==> src/design/mcfe_pkg.sv <==
// Shared types, frame constants and the CRC-16 byte update for the command frame encoder.
// Depends on nothing; every module of the encoder imports it.
package mcfe_pkg;

	localparam int FrameLen = 9;
	localparam int PosW = 4;
	localparam int FifoDepth = 2;
	localparam int FifoAw = 1;
	localparam int FifoCntW = 2;

	localparam logic [7:0] HDR_SYNC = 8'hFF;
	localparam logic [7:0] HDR_LEN = 8'h07;
	localparam logic [15:0] CRC_INIT = 16'hFFFF;
	localparam logic [15:0] CRC_POLY = 16'hA001;

	// frame byte positions
	localparam logic [PosW-1:0] POS_SYNC = 4'd0;
	localparam logic [PosW-1:0] POS_LEN = 4'd1;
	localparam logic [PosW-1:0] POS_LSPD = 4'd2;
	localparam logic [PosW-1:0] POS_PAD_A = 4'd3;
	localparam logic [PosW-1:0] POS_RSPD = 4'd4;
	localparam logic [PosW-1:0] POS_PAD_B = 4'd5;
	localparam logic [PosW-1:0] POS_FLAGS = 4'd6;
	localparam logic [PosW-1:0] POS_CRC_LO = 4'd7;
	localparam logic [PosW-1:0] POS_CRC_HI = 4'd8;

	typedef struct packed {
		logic [7:0] left_speed;
		logic [7:0] right_speed;
		logic [7:0] flags;
		logic [15:0] crc;
	} frame_cmd_t;

	// one byte of the reflected CRC-16, eight shift steps
	function automatic logic [15:0] crc_byte(input logic [15:0] crc_in, input logic [7:0] data);
		logic [15:0] c;
		c = crc_in ^ {8'h00, data};
		for (int b = 0; b < 8; b++) begin
			if (c[0]) begin
				c = (c >> 1) ^ CRC_POLY;
			end else begin
				c = c >> 1;
			end
		end
		return c;
	endfunction

	// CRC state once the constant length byte has been folded in
	localparam logic [15:0] CRC_AFTER_LEN = crc_byte(CRC_INIT, HDR_LEN);

endpackage

==> src/design/motor_command_frame_encoder_top.sv <==
// Drive command frame encoder, top level: front end, command queue and byte serializer.
// Depends on mcfe_pkg, mcfe_front, mcfe_fifo and mcfe_back.
//
// Input channel: valid/stall with left_speed, right_speed, left_forward, right_forward;
// one word is one drive command. Output channel: valid/stall with frame_byte and
// last_byte; each command produces nine words: 0xFF, 0x07, left speed, 0x00,
// right speed, 0x00, flags, CRC low, CRC high (last_byte set on the CRC high byte).
// The CRC is CRC-16 Modbus over frame bytes 1 to 6.
// Flow: the front end folds one payload byte per cycle into the CRC, then pushes
// the finished command into the queue; its first byte is shown once it is the
// queue head. Throughput: one frame byte per cycle on the output while out_stall
// is low, set by the output serializer. The front end takes a new command only
// once the last one is pushed, and a two-entry queue sits between the two sides,
// so the input keeps accepting while a frame is being sent.
// When out_stall holds, the current byte is held and the queue fills; the input
// then stalls once the queue and front end are occupied. Reset empties the
// queue and returns both sides to the start of a frame; nothing else persists.
module motor_command_frame_encoder_top (
	input  logic       clk,
	input  logic       arst_n,
	input  logic       in_valid,
	output logic       in_stall,
	input  logic [7:0] left_speed,
	input  logic [7:0] right_speed,
	input  logic       left_forward,
	input  logic       right_forward,
	output logic       out_valid,
	input  logic       out_stall,
	output logic [7:0] frame_byte,
	output logic       last_byte
);
	import mcfe_pkg::*;

	logic       push;
	logic       full;
	logic       pop;
	logic       not_empty;
	frame_cmd_t push_cmd;
	frame_cmd_t head;

	mcfe_front u_front (
		.clk           (clk),
		.arst_n        (arst_n),
		.valid         (in_valid),
		.stall         (in_stall),
		.left_speed    (left_speed),
		.right_speed   (right_speed),
		.left_forward  (left_forward),
		.right_forward (right_forward),
		.push          (push),
		.full          (full),
		.push_cmd      (push_cmd)
	);

	mcfe_fifo u_fifo (
		.clk       (clk),
		.arst_n    (arst_n),
		.push      (push),
		.push_cmd  (push_cmd),
		.full      (full),
		.pop       (pop),
		.not_empty (not_empty),
		.head      (head)
	);

	mcfe_back u_back (
		.clk        (clk),
		.arst_n     (arst_n),
		.not_empty  (not_empty),
		.head       (head),
		.pop        (pop),
		.valid      (out_valid),
		.stall      (out_stall),
		.frame_byte (frame_byte),
		.last_byte  (last_byte)
	);

endmodule

==> src/design/mcfe_front.sv <==
// Front end: takes a drive command, builds the flags byte and folds the payload
// bytes into the CRC one byte per cycle. Uses mcfe_pkg.
module mcfe_front (
	input  logic                    clk,
	input  logic                    arst_n,
	input  logic                    valid,
	output logic                    stall,
	input  logic [7:0]              left_speed,
	input  logic [7:0]              right_speed,
	input  logic                    left_forward,
	input  logic                    right_forward,
	output logic                    push,
	input  logic                    full,
	output mcfe_pkg::frame_cmd_t    push_cmd
);
	import mcfe_pkg::*;

	logic                busy_q;
	logic [PosW-1:0]     pos_q;
	logic [15:0]         crc_q;
	logic [7:0]          lspd_q;
	logic [7:0]          rspd_q;
	logic [7:0]          flags_q;
	logic                done;
	logic                accept;
	logic [7:0]          fold_byte;

	assign done   = busy_q && (pos_q == POS_CRC_LO);
	assign push   = done && !full;
	assign stall  = busy_q && !push;
	assign accept = valid && !stall;

	always_comb begin
		unique case (pos_q)
			POS_RSPD:  fold_byte = rspd_q;
			POS_FLAGS: fold_byte = flags_q;
			default:   fold_byte = 8'h00;
		endcase
	end

	assign push_cmd = '{left_speed: lspd_q, right_speed: rspd_q, flags: flags_q, crc: crc_q};

	always_ff @(posedge clk or negedge arst_n) begin
		if (!arst_n) begin
			busy_q <= 1'b0;
			pos_q  <= POS_SYNC;
		end else begin
			priority if (accept) begin
				busy_q <= 1'b1;
				pos_q  <= POS_PAD_A;
			end else if (busy_q && !done) begin
				pos_q <= pos_q + 4'd1;
			end else if (push) begin
				busy_q <= 1'b0;
			end else begin
				// idle, or a finished command waiting on a full queue
				busy_q <= busy_q;
			end
		end
	end

	always_ff @(posedge clk) begin
		if (accept) begin
			lspd_q  <= left_speed;
			rspd_q  <= right_speed;
			flags_q <= {1'b0, left_forward, 1'b0, right_forward, 4'h0};
			crc_q   <= crc_byte(CRC_AFTER_LEN, left_speed);
		end else if (busy_q && !done) begin
			crc_q <= crc_byte(crc_q, fold_byte);
		end
	end

endmodule

==> src/design/mcfe_fifo.sv <==
// Two-entry queue of finished commands between the front and back ends.
// Uses mcfe_pkg for the entry type and depth.
module mcfe_fifo (
	input  logic                    clk,
	input  logic                    arst_n,
	input  logic                    push,
	input  mcfe_pkg::frame_cmd_t    push_cmd,
	output logic                    full,
	input  logic                    pop,
	output logic                    not_empty,
	output mcfe_pkg::frame_cmd_t    head
);
	import mcfe_pkg::*;

	frame_cmd_t              mem [FifoDepth];
	logic [FifoAw-1:0]       wr_ptr_q;
	logic [FifoAw-1:0]       rd_ptr_q;
	logic [FifoCntW-1:0]     count_q;

	assign full      = (count_q == FifoCntW'(FifoDepth));
	assign not_empty = (count_q != '0);
	assign head      = mem[rd_ptr_q];

	always_ff @(posedge clk) begin
		if (push) begin
			mem[wr_ptr_q] <= push_cmd;
		end
	end

	always_ff @(posedge clk or negedge arst_n) begin
		if (!arst_n) begin
			wr_ptr_q <= '0;
			rd_ptr_q <= '0;
			count_q  <= '0;
		end else begin
			if (push) begin
				wr_ptr_q <= wr_ptr_q + 1'b1;
			end
			if (pop) begin
				rd_ptr_q <= rd_ptr_q + 1'b1;
			end
			unique case ({push, pop})
				2'b10:   count_q <= count_q + 1'b1;
				2'b01:   count_q <= count_q - 1'b1;
				default: count_q <= count_q;
			endcase
		end
	end

endmodule

==> src/design/mcfe_back.sv <==
// Back end: walks the nine frame bytes of the queue head, one word per accepted cycle.
// Uses mcfe_pkg for frame positions and constants.
module mcfe_back (
	input  logic                    clk,
	input  logic                    arst_n,
	input  logic                    not_empty,
	input  mcfe_pkg::frame_cmd_t    head,
	output logic                    pop,
	output logic                    valid,
	input  logic                    stall,
	output logic [7:0]              frame_byte,
	output logic                    last_byte
);
	import mcfe_pkg::*;

	logic [PosW-1:0] pos_q;
	logic            take;

	assign valid     = not_empty;
	assign take      = not_empty && !stall;
	assign last_byte = (pos_q == POS_CRC_HI);
	assign pop       = take && last_byte;

	always_comb begin
		unique case (pos_q)
			POS_SYNC:   frame_byte = HDR_SYNC;
			POS_LEN:    frame_byte = HDR_LEN;
			POS_LSPD:   frame_byte = head.left_speed;
			POS_RSPD:   frame_byte = head.right_speed;
			POS_FLAGS:  frame_byte = head.flags;
			POS_CRC_LO: frame_byte = head.crc[7:0];
			POS_CRC_HI: frame_byte = head.crc[15:8];
			default:    frame_byte = 8'h00;
		endcase
	end

	always_ff @(posedge clk or negedge arst_n) begin
		if (!arst_n) begin
			pos_q <= POS_SYNC;
		end else if (take) begin
			// wrap to the header once the CRC high byte goes out
			pos_q <= last_byte ? POS_SYNC : pos_q + 4'd1;
		end
	end

endmodule

==> config.mk <==
export PLATFORM = sky130hd
export DESIGN_NAME = motor_command_frame_encoder_top
export DESIGN_NICKNAME = d
export VERILOG_FILES = /design/src/design/mcfe_pkg.sv /design/src/design/motor_command_frame_encoder_top.sv /design/src/design/mcfe_front.sv /design/src/design/mcfe_fifo.sv /design/src/design/mcfe_back.sv
export SDC_FILE = /design/constraint.sdc
export NUM_CORES = 1
export LEC_CHECK = 0
export ABC_CLOCK_PERIOD_IN_PS = 2600
export BUFFER_PORTS_ARGS = -buffer_cell sky130_fd_sc_hd__clkbuf_2
export CAP_MARGIN = 20
export CORE_UTILIZATION = 50
export DETAILED_ROUTE_END_ITERATION = 6
export PLACE_DENSITY = 0.7
export SETUP_SLACK_MARGIN = 0.2
export SYNTH_ARGS = -nofsm -noshare
export SYNTH_HDL_FRONTEND = slang
export SYNTH_SLANG_ARGS = --single-unit
==> constraint.sdc <==
create_clock -name clk -period 2.6 [get_ports clk]
set_input_delay 0.26 -clock clk [delete_from_list [all_inputs] [get_ports clk]]
set_output_delay 0.26 -clock clk [all_outputs]
set_load 0.02 [all_outputs]
==> impl_metrics.ini <==
[route]
top_layer_used = met4
drt-total-wl_um = 10980
wl_met2_um = 5654
met1_length_um = 4673
viasPerCell = 5.443
firstDrtPassIters = 5
num_vias = 3255
wl_met3_um = 496
wl_per_cell_um = 18.36
ant_nets = 0
drtIter0Drc = 256
drt_drc_violations_left = 0

[synth]
ys_ff_latch = 115
synth_cell_types = 48
synth_seq_area_share_pct = 66.63
yosysWarnings = 0
synth_area_per_cell_um2 = 14.45
synth_fp_nets = 382
synthesis.instances = 352
synth-main-ff-cell = edfxtp_1
synth-edff-count = 102
synth_area_um2 = 5085
synthArstFlopShare_pct = 11.30

[grt]
antenna_found_initial = 0
grt_max_degree = 35
grtUsageTotal_pct = 21.96
grt_pass1_wl_um = 16360
grt_pass1_vias = 3177
grt_overflow_total = 0

[clock_network]
numCtsBuffers = 17
cts_buffer_depth = 2
cts.clk_slew.worst_paths_ns = 0.06
insertion_delay_ns = 0.51
clock_tree.root_cell = clkbuf_8
cts_tree = yes
cts_sinks = 115
cts_max_level = 4

[cells_and_area]
final_util_pct = 68.60
drive_gt1_share_pct = 35.27
syn_to_final_growth_pct = 32.48
final_nets = 482
diodes = 0

[timing]
hold_ws_ns = 0.02532
grt_setup_unrepaired = yes
finalHoldViolCount = 0
setup_violations = 0
report.final.slew_viol_count = 0
slew_headroom_pct = 65.01
skew_ns = 0.006497
setup-tns-final_ns = 0
worst_pin_slew_ns = 0.5231
fin_crit_ns = 2.475
period_share_pct = 95.18
fmax_ghz = 0.4041

[critical_path]
crit_path_top_delay_cell = dfrtp_2
worstSetupPathType = register to output pin
crit_fanout = 5
crit_path_frequent_cell = a21oi_2
critical_path.max_stage_delay_ns = 0.45
cp-end-kind = output pin
cp.required_ns = 2.34
crit_chain = inv_4, ha_4, nor2b_4, buf_6, a22oi_1, a21oi_1, a21oi_2, a21oi_2, clkbuf_8
crit_arrival_ns = 2.21
start_kind = register

[outcome]
status = completed

[worst_hold_path]
hp-class = input port to register

[place]
hpwl_um = 6710
portBuffers = 32
gp_congestion = 0.8344

[die]
rows = 36
io_pins = 33
die_y_um = 102.8
fp.coreArea_um2 = 9819
die_area_um2 = 10580
start_util_pct = 51.78
die_w_um = 102.8

[power]
ir_drop_mv = 1.162
leakagePower_nw = 2.528
pwr_density_cell_nw_per_um2 = 1428

[flow_run]
drv_cap = 0
-- final cells by class --
| class | count | area [um^2] |
|---|---|---|
| Clock inverter | 15 | 229.0 |
| Inverter | 8 | 32.53 |
| Fill cell | 669 | 3083 |
| Clock buffer | 17 | 414.1 |
| Timing Repair Buffer | 93 | 732.0 |
| Tap cell | 133 | 166.4 |
| Multi-Input combinational cell | 217 | 1768 |
| Sequential cell | 115 | 3395 |
-- layer usage --
metal	up-vias	global-route usage, %
li1	1513	-
met1	1624	29.55
met2	104	34.67
met3	14	5.831
met4	0	7.909
met5	-	0
-- power breakdown --
part / switching (mW) / total (mW) / internal, mW
Combinational: 1.90 / 4.00 / 2.10
Sequential: 0.422 / 3.13 / 2.71
Clock: 0.827 / 2.49 / 1.66
-- synthesized netlist by cell type (2+ instances only) --
| library cell | count | area [um^2] |
|---|---|---|
| xor2_1 | 20 | 175.2 |
| nor2b_1 | 4 | 25.02 |
| mux2i_1 | 6 | 60.06 |
| a31oi_1 | 4 | 25.02 |
| a221oi_1 | 3 | 26.28 |
| xnor2_1 | 23 | 201.4 |
| nor2_1 | 16 | 60.06 |
| a32oi_1 | 4 | 35.03 |
| ha_1 | 8 | 100.1 |
| a22oi_1 | 7 | 52.55 |
| dfrtp_1 | 13 | 325.3 |
| and3_1 | 2 | 12.51 |
| mux2_2 | 10 | 112.6 |
| a21oi_1 | 18 | 90.09 |
| inv_1 | 5 | 18.77 |
| inv_2 | 3 | 11.26 |
| xnor3_1 | 2 | 45.04 |
| and2_1 | 6 | 37.54 |
| nand3_1 | 2 | 10.01 |
| edfxtp_1 | 102 | 3063 |
| nand2_1 | 29 | 108.9 |
| o21ai_1 | 4 | 20.02 |
| nand2b_1 | 4 | 25.02 |
| a22o_1 | 10 | 87.58 |
| o21ai_0 | 10 | 50.05 |
| o211ai_1 | 2 | 15.01 |
| clkbuf_1 | 9 | 33.78 |
| nand3b_1 | 2 | 15.01 |
| nand2_2 | 4 | 25.02 |
| xor2_2 | 2 | 32.53 |
-- layout by cell type, fill, tap and decap left out, types with 3 or more instances in the layout --
cell	n
a21oi_1	16
a221oi_2	3
a22o_1	10
a22oi_1	7
a31oi_1	4
a32oi_1	3
and2_1	5
buf_4	39
buf_6	6
bufinv_16	5
clkbuf_16	16
clkbuf_2	25
clkinvlp_4	4
dfrtp_1	8
dfrtp_2	5
dlygate4sd3_1	19
edfxtp_1	102
ha_1	3
ha_4	4
inv_2	5
inv_6	3
mux2_2	10
mux2i_1	6
nand2_1	28
nand2_2	4
nand2b_1	4
nor2_1	15
o21ai_0	7
o21ai_1	6
xnor2_1	21
xor2_1	19
xor2_2	3
-- state kept, by name, summed over array words and instances (netlist names) --
| signal | count |
|---|---|
| u_fifo.mem | 68 |
| u_front.crc_q | 16 |
| u_front.lspd_q | 8 |
| u_front.rspd_q | 8 |
| u_back.pos_q | 4 |
| u_front.pos_q | 4 |
| u_fifo.count_q | 2 |
| u_front.flags_q | 2 |
| u_fifo.rd_ptr_q | 1 |
| u_fifo.wr_ptr_q | 1 |
| u_front.busy_q | 1 |
-- through the flow --
stage | worst slack [ns] | area [um^2] | power [mW] | cells
floorplan | 0.3275 | 5087 | 5.433 | 352
CTS | 0.09728 | 6540 | 9.227 | 586
detailed placement | 0.1192 | 5470 | 6.266 | 520
global route | 0.03016 | 6736 | 10.09 | 598
global placement | 0.2393 | 5470 | 6.144 | 520
finish | 0.1252 | 6736 | 9.617 | 598
-- worst max-delay path: cells and delay by family (launching register included) --
| family | cells | cell delay, ns |
|---|---|---|
| AOI/OAI and AO/OA | 4 | 0.49 |
| adders and majority gates | 1 | 0.15 |
| buffers and inverters | 3 | 0.43 |
| DFF | 1 | 0.45 |
| and+or+nand+nor | 1 | 0.18 |
-- kinds of logic after synthesis --
group	after synthesis	share of synthesized area, %
adders and majority gates	8	1.969
xor gates and xnor gates	49	9.941
DFF	115	66.63
and+or+nand+nor	75	7.136
muxes	17	3.691
buffers and inverters	20	1.698
AOI/OAI and AO/OA	68	8.932
-- final timing paths --
path	end	depth (start not counted)	start	slack, ns
max	frame_byte[7]	9	u_back.pos_q[0]	0.13
min	u_front.lspd_q[5]	1	left_speed[5]	0.03
max reg2reg	u_front.crc_q[15]	8	u_front.pos_q[0]	0.22
min reg2reg	u_fifo.mem[1][29]	0	u_front.lspd_q[3]	0.47
max in group asynchronous	u_back.pos_q[3]	2	arst_n	2.12
min in group asynchronous	u_front.pos_q[0]	2	arst_n	0.19
-- timing repair --
| action | CTS | global route |
|---|---|---|
| pin swaps | 9 | 17 |
| buffers inserted | 14 | 12 |
| gates resized for setup | 38 | 32 |
| hold endpoints to repair | 31 | 0 |
| hold buffers | 19 | 0 |
| gates cloned | 1 | 0 |
| setup endpoints to repair | 11 | 11 |
No activity file was read; power rests on OpenSTA's default activity.
